**config.mk**
```make
export PLATFORM = sky130hd
export DESIGN_NAME = geffe_keystream_cipher_unit
export DESIGN_NICKNAME = d
export VERILOG_FILES = /design/src/rtl/gks_pkg.sv /design/src/rtl/gks_cell.sv /design/src/rtl/gks_lfsr.sv /design/src/rtl/geffe_keystream_cipher_unit.sv
export SDC_FILE = /design/constraint.sdc
export NUM_CORES = 1
export LEC_CHECK = 0
export ABC_CLOCK_PERIOD_IN_PS = 3700
export BUFFER_PORTS_ARGS = -buffer_cell sky130_fd_sc_hd__buf_2
export CORE_ASPECT_RATIO = 1.75
export CORE_MARGIN = 2
export CORE_UTILIZATION = 61
export DETAILED_ROUTE_END_ITERATION = 8
export PLACE_DENSITY = 0.89
export SLEW_MARGIN = 10
export SYNTH_ARGS = -nofsm -noshare
export SYNTH_HDL_FRONTEND = slang
export SYNTH_SLANG_ARGS = --single-unit
export TNS_END_PERCENT = 1
```
**constraint.sdc**
```tcl
create_clock -name aclk -period 3.7 [get_ports aclk]
set_clock_uncertainty 0.15 [all_clocks]
set_input_delay 0.925 -clock aclk [delete_from_list [all_inputs] [get_ports aclk]]
set_output_delay 0.925 -clock aclk [all_outputs]
set_load 0.01 [all_outputs]
```
**src/rtl/gks_pkg.sv**
```systemverilog
// Shared constants, register map and control types of the Geffe keystream unit.
package gks_pkg;

    // LFSR widths: defaults and the largest width supported
    localparam int WIDTH_A_DEF = 27;
    localparam int WIDTH_B_DEF = 23;
    localparam int WIDTH_C_DEF = 25;
    localparam int LFSR_MAX_W  = 30;

    // Stored widths of the configuration registers
    localparam int CFG_W_A = 27;
    localparam int CFG_W_B = 23;
    localparam int CFG_W_C = 25;

    // Reset values of the tap masks and seeds
    localparam logic [CFG_W_A-1:0] TAP_A_RST = CFG_W_A'((1 << 0) | (1 << 13) | (1 << 16) | (1 << 26));
    localparam logic [CFG_W_B-1:0] TAP_B_RST = CFG_W_B'((1 << 0) | (1 << 5) | (1 << 7) | (1 << 22));
    localparam logic [CFG_W_C-1:0] TAP_C_RST = CFG_W_C'((1 << 0) | (1 << 17) | (1 << 19) | (1 << 24));
    localparam logic [CFG_W_A-1:0] SEED_A_RST = CFG_W_A'(1);
    localparam logic [CFG_W_B-1:0] SEED_B_RST = CFG_W_B'(1);
    localparam logic [CFG_W_C-1:0] SEED_C_RST = CFG_W_C'(1);

    // Configuration port geometry and register indexes (byte address = 4 * index)
    localparam int APB_ADDR_W = 5;
    localparam int APB_DATA_W = 32;
    localparam int REG_IDX_W  = 3;
    localparam logic [REG_IDX_W-1:0] REG_TAP_A  = 3'd0;
    localparam logic [REG_IDX_W-1:0] REG_TAP_B  = 3'd1;
    localparam logic [REG_IDX_W-1:0] REG_TAP_C  = 3'd2;
    localparam logic [REG_IDX_W-1:0] REG_SEED_A = 3'd3;
    localparam logic [REG_IDX_W-1:0] REG_SEED_B = 3'd4;
    localparam logic [REG_IDX_W-1:0] REG_SEED_C = 3'd5;

    // Action codes carried in tuser
    localparam logic ACT_LOAD = 1'b0;
    localparam logic ACT_STEP = 1'b1;

    // Stream payload width
    localparam int TDATA_W = 8;

    // Per-beat control handed to the shift-register rows and their cells
    typedef struct packed {
        logic load;
        logic step;
    } gks_ctl_t;

endpackage

```
**src/rtl/gks_cell.sv**
```systemverilog
// One bit cell of a shift-register row: holds a bit, takes its left neighbor's bit on a step.
module gks_cell #(
    parameter logic RESET_BIT = 1'b0
) (
    input  logic            aclk,
    input  logic            aresetn,
    input  gks_pkg::gks_ctl_t ctl,
    input  logic            seed_bit,
    input  logic            shift_in,
    input  logic            tap_bit,
    output logic            bit_q,
    output logic            tap_term
);
    import gks_pkg::*;

    logic bit_reg;
    logic bit_next;

    always_comb begin
        bit_next = bit_reg;
        if (ctl.load) begin
            bit_next = seed_bit;
        end else if (ctl.step) begin
            bit_next = shift_in;
        end
    end

    always_ff @(posedge aclk) begin
        if (!aresetn) begin
            bit_reg <= RESET_BIT;
        end else begin
            bit_reg <= bit_next;
        end
    end

    assign bit_q    = bit_reg;
    assign tap_term = bit_reg & tap_bit;

endmodule

```
**src/rtl/gks_lfsr.sv**
```systemverilog
// Right-shifting Fibonacci LFSR built as a row of bit cells with parity feedback into the top cell.
module gks_lfsr #(
    parameter int WIDTH = gks_pkg::WIDTH_A_DEF
) (
    input  logic                          aclk,
    input  logic                          aresetn,
    input  gks_pkg::gks_ctl_t             ctl,
    input  logic [gks_pkg::LFSR_MAX_W-1:0] seed,
    input  logic [gks_pkg::LFSR_MAX_W-1:0] taps,
    output logic [WIDTH-1:0]              state
);
    import gks_pkg::*;

    logic [WIDTH-1:0] bits;
    logic [WIDTH-1:0] terms;
    logic [WIDTH-1:0] shift_in;
    logic             feedback;

    // Parity of the tapped bits, taken before the shift
    assign feedback = ^terms;

    genvar i;
    generate
        for (i = 0; i < WIDTH; i++) begin : g_cell
            if (i == WIDTH - 1) begin : g_top
                assign shift_in[i] = feedback;
            end else begin : g_mid
                assign shift_in[i] = bits[i+1];
            end

            gks_cell #(
                .RESET_BIT ((i == 0) ? 1'b1 : 1'b0)
            ) u_cell (
                .aclk     (aclk),
                .aresetn  (aresetn),
                .ctl      (ctl),
                .seed_bit (seed[i]),
                .shift_in (shift_in[i]),
                .tap_bit  (taps[i]),
                .bit_q    (bits[i]),
                .tap_term (terms[i])
            );
        end
    endgenerate

    assign state = bits;

endmodule

```
**src/rtl/geffe_keystream_cipher_unit.sv**
```systemverilog
// Top level of the Geffe keystream unit: config registers, three LFSR rows, combiner, output stage.
// A result beat is registered and presented in the cycle after its input beat is accepted.
// Throughput: one beat per cycle unless m_tready stalls; rows shift or reload in the cycle it is taken.
// The single output register lets a new beat in whenever it is empty or being drained.
// Reset (aresetn low, synchronous): tap masks and seeds return to their defaults, every
// LFSR holds 1, and the output stage empties.
module geffe_keystream_cipher_unit #(
    parameter int WIDTH_A = gks_pkg::WIDTH_A_DEF,
    parameter int WIDTH_B = gks_pkg::WIDTH_B_DEF,
    parameter int WIDTH_C = gks_pkg::WIDTH_C_DEF
) (
    input  logic                          aclk,
    input  logic                          aresetn,
    // input stream
    input  logic                          s_tvalid,
    output logic                          s_tready,
    input  logic [gks_pkg::TDATA_W-1:0]   s_tdata,   // [0] data_bit, [7:1] zero fill
    input  logic [0:0]                    s_tuser,   // [0] action (0 load, 1 step)
    // result stream
    output logic                          m_tvalid,
    input  logic                          m_tready,
    output logic [gks_pkg::TDATA_W-1:0]   m_tdata,   // [0] key_bit, [1] out_bit, [7:2] zero
    // configuration port
    input  logic                          psel,
    input  logic                          penable,
    input  logic                          pwrite,
    input  logic [gks_pkg::APB_ADDR_W-1:0] paddr,
    input  logic [gks_pkg::APB_DATA_W-1:0] pwdata,
    output logic [gks_pkg::APB_DATA_W-1:0] prdata,
    output logic                          pready
);
    import gks_pkg::*;

    // ------------------------------------------------------------------
    // Configuration registers
    // ------------------------------------------------------------------
    logic [CFG_W_A-1:0] tap_a_reg,  seed_a_reg;
    logic [CFG_W_B-1:0] tap_b_reg,  seed_b_reg;
    logic [CFG_W_C-1:0] tap_c_reg,  seed_c_reg;
    logic [REG_IDX_W-1:0] reg_idx;
    logic                 cfg_wr;

    assign pready  = 1'b1;
    assign reg_idx = paddr[APB_ADDR_W-1:2];
    assign cfg_wr  = psel & penable & pwrite & pready;

    always_ff @(posedge aclk) begin
        if (!aresetn) begin
            tap_a_reg  <= TAP_A_RST;
            tap_b_reg  <= TAP_B_RST;
            tap_c_reg  <= TAP_C_RST;
            seed_a_reg <= SEED_A_RST;
            seed_b_reg <= SEED_B_RST;
            seed_c_reg <= SEED_C_RST;
        end else if (cfg_wr) begin
            // keep only the stored width; indexes past the map are dropped
            unique case (reg_idx)
                REG_TAP_A:  tap_a_reg  <= pwdata[CFG_W_A-1:0];
                REG_TAP_B:  tap_b_reg  <= pwdata[CFG_W_B-1:0];
                REG_TAP_C:  tap_c_reg  <= pwdata[CFG_W_C-1:0];
                REG_SEED_A: seed_a_reg <= pwdata[CFG_W_A-1:0];
                REG_SEED_B: seed_b_reg <= pwdata[CFG_W_B-1:0];
                REG_SEED_C: seed_c_reg <= pwdata[CFG_W_C-1:0];
                default: ;
            endcase
        end
    end

    // Read back the addressed register, zero for unmapped addresses
    always_comb begin
        unique case (reg_idx)
            REG_TAP_A:  prdata = APB_DATA_W'(tap_a_reg);
            REG_TAP_B:  prdata = APB_DATA_W'(tap_b_reg);
            REG_TAP_C:  prdata = APB_DATA_W'(tap_c_reg);
            REG_SEED_A: prdata = APB_DATA_W'(seed_a_reg);
            REG_SEED_B: prdata = APB_DATA_W'(seed_b_reg);
            REG_SEED_C: prdata = APB_DATA_W'(seed_c_reg);
            default:    prdata = '0;
        endcase
    end

    // ------------------------------------------------------------------
    // Input handshake and row control
    // ------------------------------------------------------------------
    logic     m_valid_reg, m_valid_next;
    logic     key_reg,     key_next;
    logic     out_reg,     out_next;
    logic     s_accept;
    logic     in_action;
    logic     in_data;
    gks_ctl_t row_ctl;

    // Take a beat whenever the output stage is empty or drains this cycle
    assign s_tready  = !m_valid_reg || m_tready;
    assign s_accept  = s_tvalid && s_tready;
    assign in_action = s_tuser[0];
    assign in_data   = s_tdata[0];

    assign row_ctl.load = s_accept && (in_action == ACT_LOAD);
    assign row_ctl.step = s_accept && (in_action == ACT_STEP);

    // ------------------------------------------------------------------
    // Three LFSR cell rows: A selects, B and C supply the key bit
    // ------------------------------------------------------------------
    logic [WIDTH_A-1:0] state_a;
    logic [WIDTH_B-1:0] state_b;
    logic [WIDTH_C-1:0] state_c;

    gks_lfsr #(.WIDTH (WIDTH_A)) u_lfsr_a (
        .aclk    (aclk),
        .aresetn (aresetn),
        .ctl     (row_ctl),
        .seed    (LFSR_MAX_W'(seed_a_reg)),
        .taps    (LFSR_MAX_W'(tap_a_reg)),
        .state   (state_a)
    );

    gks_lfsr #(.WIDTH (WIDTH_B)) u_lfsr_b (
        .aclk    (aclk),
        .aresetn (aresetn),
        .ctl     (row_ctl),
        .seed    (LFSR_MAX_W'(seed_b_reg)),
        .taps    (LFSR_MAX_W'(tap_b_reg)),
        .state   (state_b)
    );

    gks_lfsr #(.WIDTH (WIDTH_C)) u_lfsr_c (
        .aclk    (aclk),
        .aresetn (aresetn),
        .ctl     (row_ctl),
        .seed    (LFSR_MAX_W'(seed_c_reg)),
        .taps    (LFSR_MAX_W'(tap_c_reg)),
        .state   (state_c)
    );

    // Geffe combiner on the bits the rows present before they shift
    logic key_comb;
    assign key_comb = state_a[0] ? state_b[0] : state_c[0];

    // ------------------------------------------------------------------
    // Output stage
    // ------------------------------------------------------------------
    always_comb begin
        m_valid_next = m_valid_reg;
        key_next     = key_reg;
        out_next     = out_reg;
        if (m_valid_reg && m_tready) begin
            m_valid_next = 1'b0;
        end
        if (s_accept) begin
            m_valid_next = 1'b1;
            // a load beat answers with zeros
            key_next     = row_ctl.step & key_comb;
            out_next     = row_ctl.step & (key_comb ^ in_data);
        end
    end

    always_ff @(posedge aclk) begin
        if (!aresetn) begin
            m_valid_reg <= 1'b0;
        end else begin
            m_valid_reg <= m_valid_next;
        end
    end

    // payload needs no reset
    always_ff @(posedge aclk) begin
        key_reg <= key_next;
        out_reg <= out_next;
    end

    assign m_tvalid = m_valid_reg;
    assign m_tdata  = {{(TDATA_W-2){1'b0}}, out_reg, key_reg};

    // ------------------------------------------------------------------
    // Assertions
    // ------------------------------------------------------------------
    // A load beat puts the masked seed into the selector row
    a_load_seed_a: assert property (@(posedge aclk) disable iff (!aresetn)
        row_ctl.load |=> state_a == $past(WIDTH_A'(LFSR_MAX_W'(seed_a_reg))))
        else $error("selector row does not hold its seed after a load beat");

    // A load beat answers with an all-zero result
    a_load_zero: assert property (@(posedge aclk) disable iff (!aresetn)
        row_ctl.load |=> m_tvalid && m_tdata == '0)
        else $error("load beat did not produce a zero result");

    // A step beat's result pairs the key bit with the data bit it encrypted
    a_step_xor: assert property (@(posedge aclk) disable iff (!aresetn)
        row_ctl.step |=> m_tvalid && (m_tdata[1] == (m_tdata[0] ^ $past(in_data))))
        else $error("out_bit does not equal data_bit xor key_bit");

    // Rows hold still while no beat is taken
    a_rows_hold: assert property (@(posedge aclk) disable iff (!aresetn)
        !s_accept |=> $stable(state_a) && $stable(state_b) && $stable(state_c))
        else $error("LFSR rows moved without an accepted beat");

endmodule

```
# ---- After elaboration in Yosys (flattened, before gate mapping)
# Cells that the tools add are included.
dict set report totals {
  register_bits 228
  wordCells 342
  input_bits 53
  out_inout_bits 43
}
dict set report op_classes {
  bitwise 81
  muxes 154
  reduce_logical 18
  eq_ne 5
}
# op count
set op_table {}
lappend op_table {{$pmux 27 s6} 1}
lappend op_table {{$mux 1} 153}
lappend op_table {{$and 1x1->1} 79}
lappend op_table {{$reduce_xor 27->1} 1}
lappend op_table {{$reduce_xor 25->1} 1}
lappend op_table {{$reduce_xor 23->1} 1}
lappend op_table {{$reduce_and 2->1} 6}
lappend op_table {{$eq 3x2->1 const B} 2}
lappend op_table {{$eq 3x3->1 const B} 2}
lappend op_table {{$logic_and 1x1->1} 4}
lappend op_table {{$reduce_bool 2->1} 2}
lappend op_table {{$eq 3x1->1 const B} 1}
lappend op_table {{$logic_not 3->1} 1}
lappend op_table {{$logic_not 1->1} 1}
lappend op_table {{$logic_or 1x1->1} 1}
lappend op_table {{$not 1->1} 1}
lappend op_table {{$xor 1x1->1} 1}

# ---- Logic depth before layout (Yosys ltp)
dict set report depth {
  depth_word 6
  mapped_depth 7
  depth_no_buf 6
}

# ---- Modules after synthesis
# Synthesis repeated with hierarchy kept, for this count alone.
dict set report unflattened {
  cells_unflattened 1154
  area_unflattened_um2 11826.3
}
# module cells_each seq_area_each_um2 instances area_each_um2
set by_module_without_submodules {}
lappend by_module_without_submodules {geffe_keystream_cipher_unit 709 3083.0 1 7116.8}
lappend by_module_without_submodules {{gks_cell (u_lfsr_a.g_cell[10].u_cell ...)} 5 20.0 72 53.8}
lappend by_module_without_submodules {{gks_lfsr (u_lfsr_a)} 24 0.0 1 245.2}
lappend by_module_without_submodules {{gks_lfsr (u_lfsr_c)} 22 0.0 1 227.7}
lappend by_module_without_submodules {{gks_lfsr (u_lfsr_b)} 21 0.0 1 197.7}
lappend by_module_without_submodules {{gks_cell (u_lfsr_a.g_cell[0].u_cell ...)} 6 20.0 3 55.1}

# ---- Worst setup path after synthesis
# OpenSTA, ideal clock, no wires.
dict set report synth_timing {
  path_type {in2out}
  from {input paddr[4] (netlist name)}
  to {output prdata[4] (netlist name)}
  n_path_buf 2
  path_stages 5
  setup_slack_ns 0.764
  required_time_ns 2.625
  arrival_ns 1.861
  path_cell_list {nor3_1 > buf_2 > buf_1 > a22oi_1 > nand3_1}
}
dict set report synth_between {
  elab_chain_cells 2
  elab_cells_between_ends 7
  cone_classes {5 x eq/ne; 1 x mux; 1 x reduce/logical}
}
# item line_no
set synth_lines {}
lappend synth_lines {{start, declared} geffe_keystream_cipher_unit.sv:27} ;# input logic [gks_pkg::APB_ADDR_W-1:0] paddr,
lappend synth_lines {{$eq 3x3->1, or another cell as far along} geffe_keystream_cipher_unit.sv:71} ;# unique case (reg_idx)
lappend synth_lines {{$pmux 27 s6 (*)} geffe_keystream_cipher_unit.sv:71}
lappend synth_lines {{end, declared} geffe_keystream_cipher_unit.sv:29} ;# output logic [gks_pkg::APB_DATA_W-1:0] prdata,
# Every way passes the cells marked *; elsewhere a longest branch is shown, timed or not.

# ---- Final worst setup path
dict set report layout_timing {
  from {input paddr[4] (netlist name)}
  to {output prdata[14] (netlist name)}
}
# The elaborated chain is that of the path after synthesis.

==> impl_metrics.json <==
{
  "die_w_um": 103,
  "drive_gt1_share_pct": 10.3,
  "ys_seq_elements": 228,
  "relSlewSlack_pct": 56.1,
  "path_clk_slew_ns": 0.07,
  "synthCells": 1287,
  "clock_sinks": 228,
  "leakage_uw": 0.00430,
  "power.total_uw": 5320,
  "postPlaceCellArea_um2": 10900,
  "fmax_ghz": 0.298,
  "holdWs_ns": 0.322,
  "yosysWarningCount": 0,
  "dr.pass1.iters": 7,
  "ios": 96,
  "grt_pass1_wl_mm": 50.5,
  "nNetsFinal": 1364,
  "drv_cap": 0,
  "num_vias": 9969,
  "numPortBuffers": 69,
  "drcViolationCount": 0,
  "die_h_um": 177,
  "hp-class": "reg2reg",
  "power-per-cell-area_nw_per_um2": 457,
  "status": "completed",
  "grt_max_degree": 83,
  "timing.final.crit_share_pct": 90.8,
  "clk-insertion-delay-late_ns": 0.51,
  "ys_seq_area_share_pct": 44.1,
  "via_per_inst": 6.42,
  "fin_setup_tns_ns": 0,
  "grt.overflow.total": 0,
  "postCtsSetupBuffers": 0,
  "syn_area_per_cell_um2": 8.08,
  "required_ns": 2.62,
  "start_kind": "input port",
  "cts_resized": 0,
  "cts_tree": "yes",
  "antenna_found_initial": 1,
  "peakVddDrop_uv": 434,
  "final_antenna_net_count": 0,
  "critPathCaptureType": "primary output",
  "syn-cell-area_um2": 10400,
  "crit_arrival_ns": 2.29,
  "cp_max_fo": 18,
  "layout_common_cells": "388 x nand2_1, 226 x dfxtp_1, 139 x a21oi_1",
  "period_minus_slack_ns": 3.36,
  "tightest_slew_ns": 0.658,
  "num_rows": 63,
  "track_usage_pct": 36.5,
  "cts_buffers": 21,
  "grt_setup_unrepaired": "false",
  "die-area_um2": 18100,
  "post_drt_wl_per_cell_um": 21.6,
  "core_um2": 16800,
  "cts-htree-levels": 1,
  "setup_viol_count_final": 0,
  "root_buffer": "clkbuf_16",
  "hold_buffers": 0,
  "layout_commonest_cell": "nand2_1",
  "final-max-slew-violation-count": 0,
  "place.gp.congestion": 0.944,
  "finalHoldViolations": 0,
  "start_util_pct": 61.9,
  "grt_pass1_vias": 9452,
  "place_hpwl_mm": 21.4,
  "flow.area_growth_from_synthesis_pct": 11.9,
  "cts_max_path_buffers": 3,
  "synth_cell_types": 31,
  "drt-initial-drc-count": 1391,
  "crit_type": "in2out",
  "wirelength_mm": 33.5,
  "design_area_um2": 11600
}
[cell usage after synthesis (all sizes together)]
cell type  count  share of area (%)
a211oi        69                5.0
a21oi        139                6.7
a22o           2               0.17
a22oi         73                5.3
and2           6               0.36
and3           1              0.060
and3b          2               0.17
buf           54                3.0
clkbuf        55                2.0
conb           2              0.072
dfxtp        226                 44
edfxtp         2               0.58
inv            3               0.11
mux2i         73                7.0
nand2        388                 14
nand2b         1              0.060
nand3         39                1.9
nor2          71                2.6
nor3           1              0.048
nor3b          6               0.64
o211ai         3               0.22
o22ai          3               0.18
xnor2         47                4.0
xnor3          5                1.1
xor2          16                1.3
[cell type report]
cell class,count,area [um^2]
antenna,1,2.50
clock buffer,28,562
clock inverter,9,138
fill,1245,5160
inverter,3,18.8
multi-input combinational,957,5340
sequential,228,4580
tap,227,284
timing repair buffer,100,706
[final timing paths]
kind,from,endpoint,slack [ns],cells after the start
setup / recovery,paddr[4],prdata[14],0.34,6
hold / removal,seed_b_reg[7]$_SDFFE_PN0P_,seed_b_reg[7]$_SDFFE_PN0P_,0.32,2
setup reg to reg,m_tvalid$_SDFFE_PN0P_,u_lfsr_c.g_cell[16].u_cell.bit_q$_SDFFE_PN0P_,1.26,6
hold reg to reg,seed_b_reg[7]$_SDFFE_PN0P_,seed_b_reg[7]$_SDFFE_PN0P_,0.32,2
[where the power goes]
group	internal (uW)	switching, uW	total, uW
clock network	1290	958	2250
logic	171	304	474
registers	2530	66.0	2600
total	3990	1330	5320
[critical path: stages]
cell and delay (ns):
buf_2 0.18, and3b_1 0.22, buf_4 0.25, a22oi_1 0.25, nand3_1 0.23, buf_2 0.22
[through the flow]
step,cells,setup slack [ns],util (%)
2_1_floorplan,1297,0.764,-
3_3_place_gp,1515,0.465,65.1
3_5_place_dp,1515,0.452,65.1
4_1_cts,1552,0.403,69.3
5_1_grt,1552,0.346,69.3
6_report,1553,0.340,69.3
[cells by family (layout without fill, tap and decap cells)]
logic type             after synthesis  in the layout  synth area share (%)
other                                2             13                0.0722
AND/OR/NAND/NOR                    515            515                  19.8
AO/OA/AOI/OAI                      289            289                  17.5
multiplexers                        73             73                  7.03
XOR/XNOR                            68             68                  6.39
flip-flops                         228            228                  44.1
buffers and inverters              112            140                  5.10
[routing by layer]
| metal | part of all wire, % | wire length, um | global-route usage (%) |
|---|---|---|---|
| met1 | 33 | 11000 | 41.9 |
| met2 | 47 | 15800 | 58.1 |
| met3 | 11 | 3820 | 7.03 |
| met4 | 8.7 | 2930 | 29.2 |
| met5 | 0 | 0 | 0 |
Power figures use the tool's default switching activity.
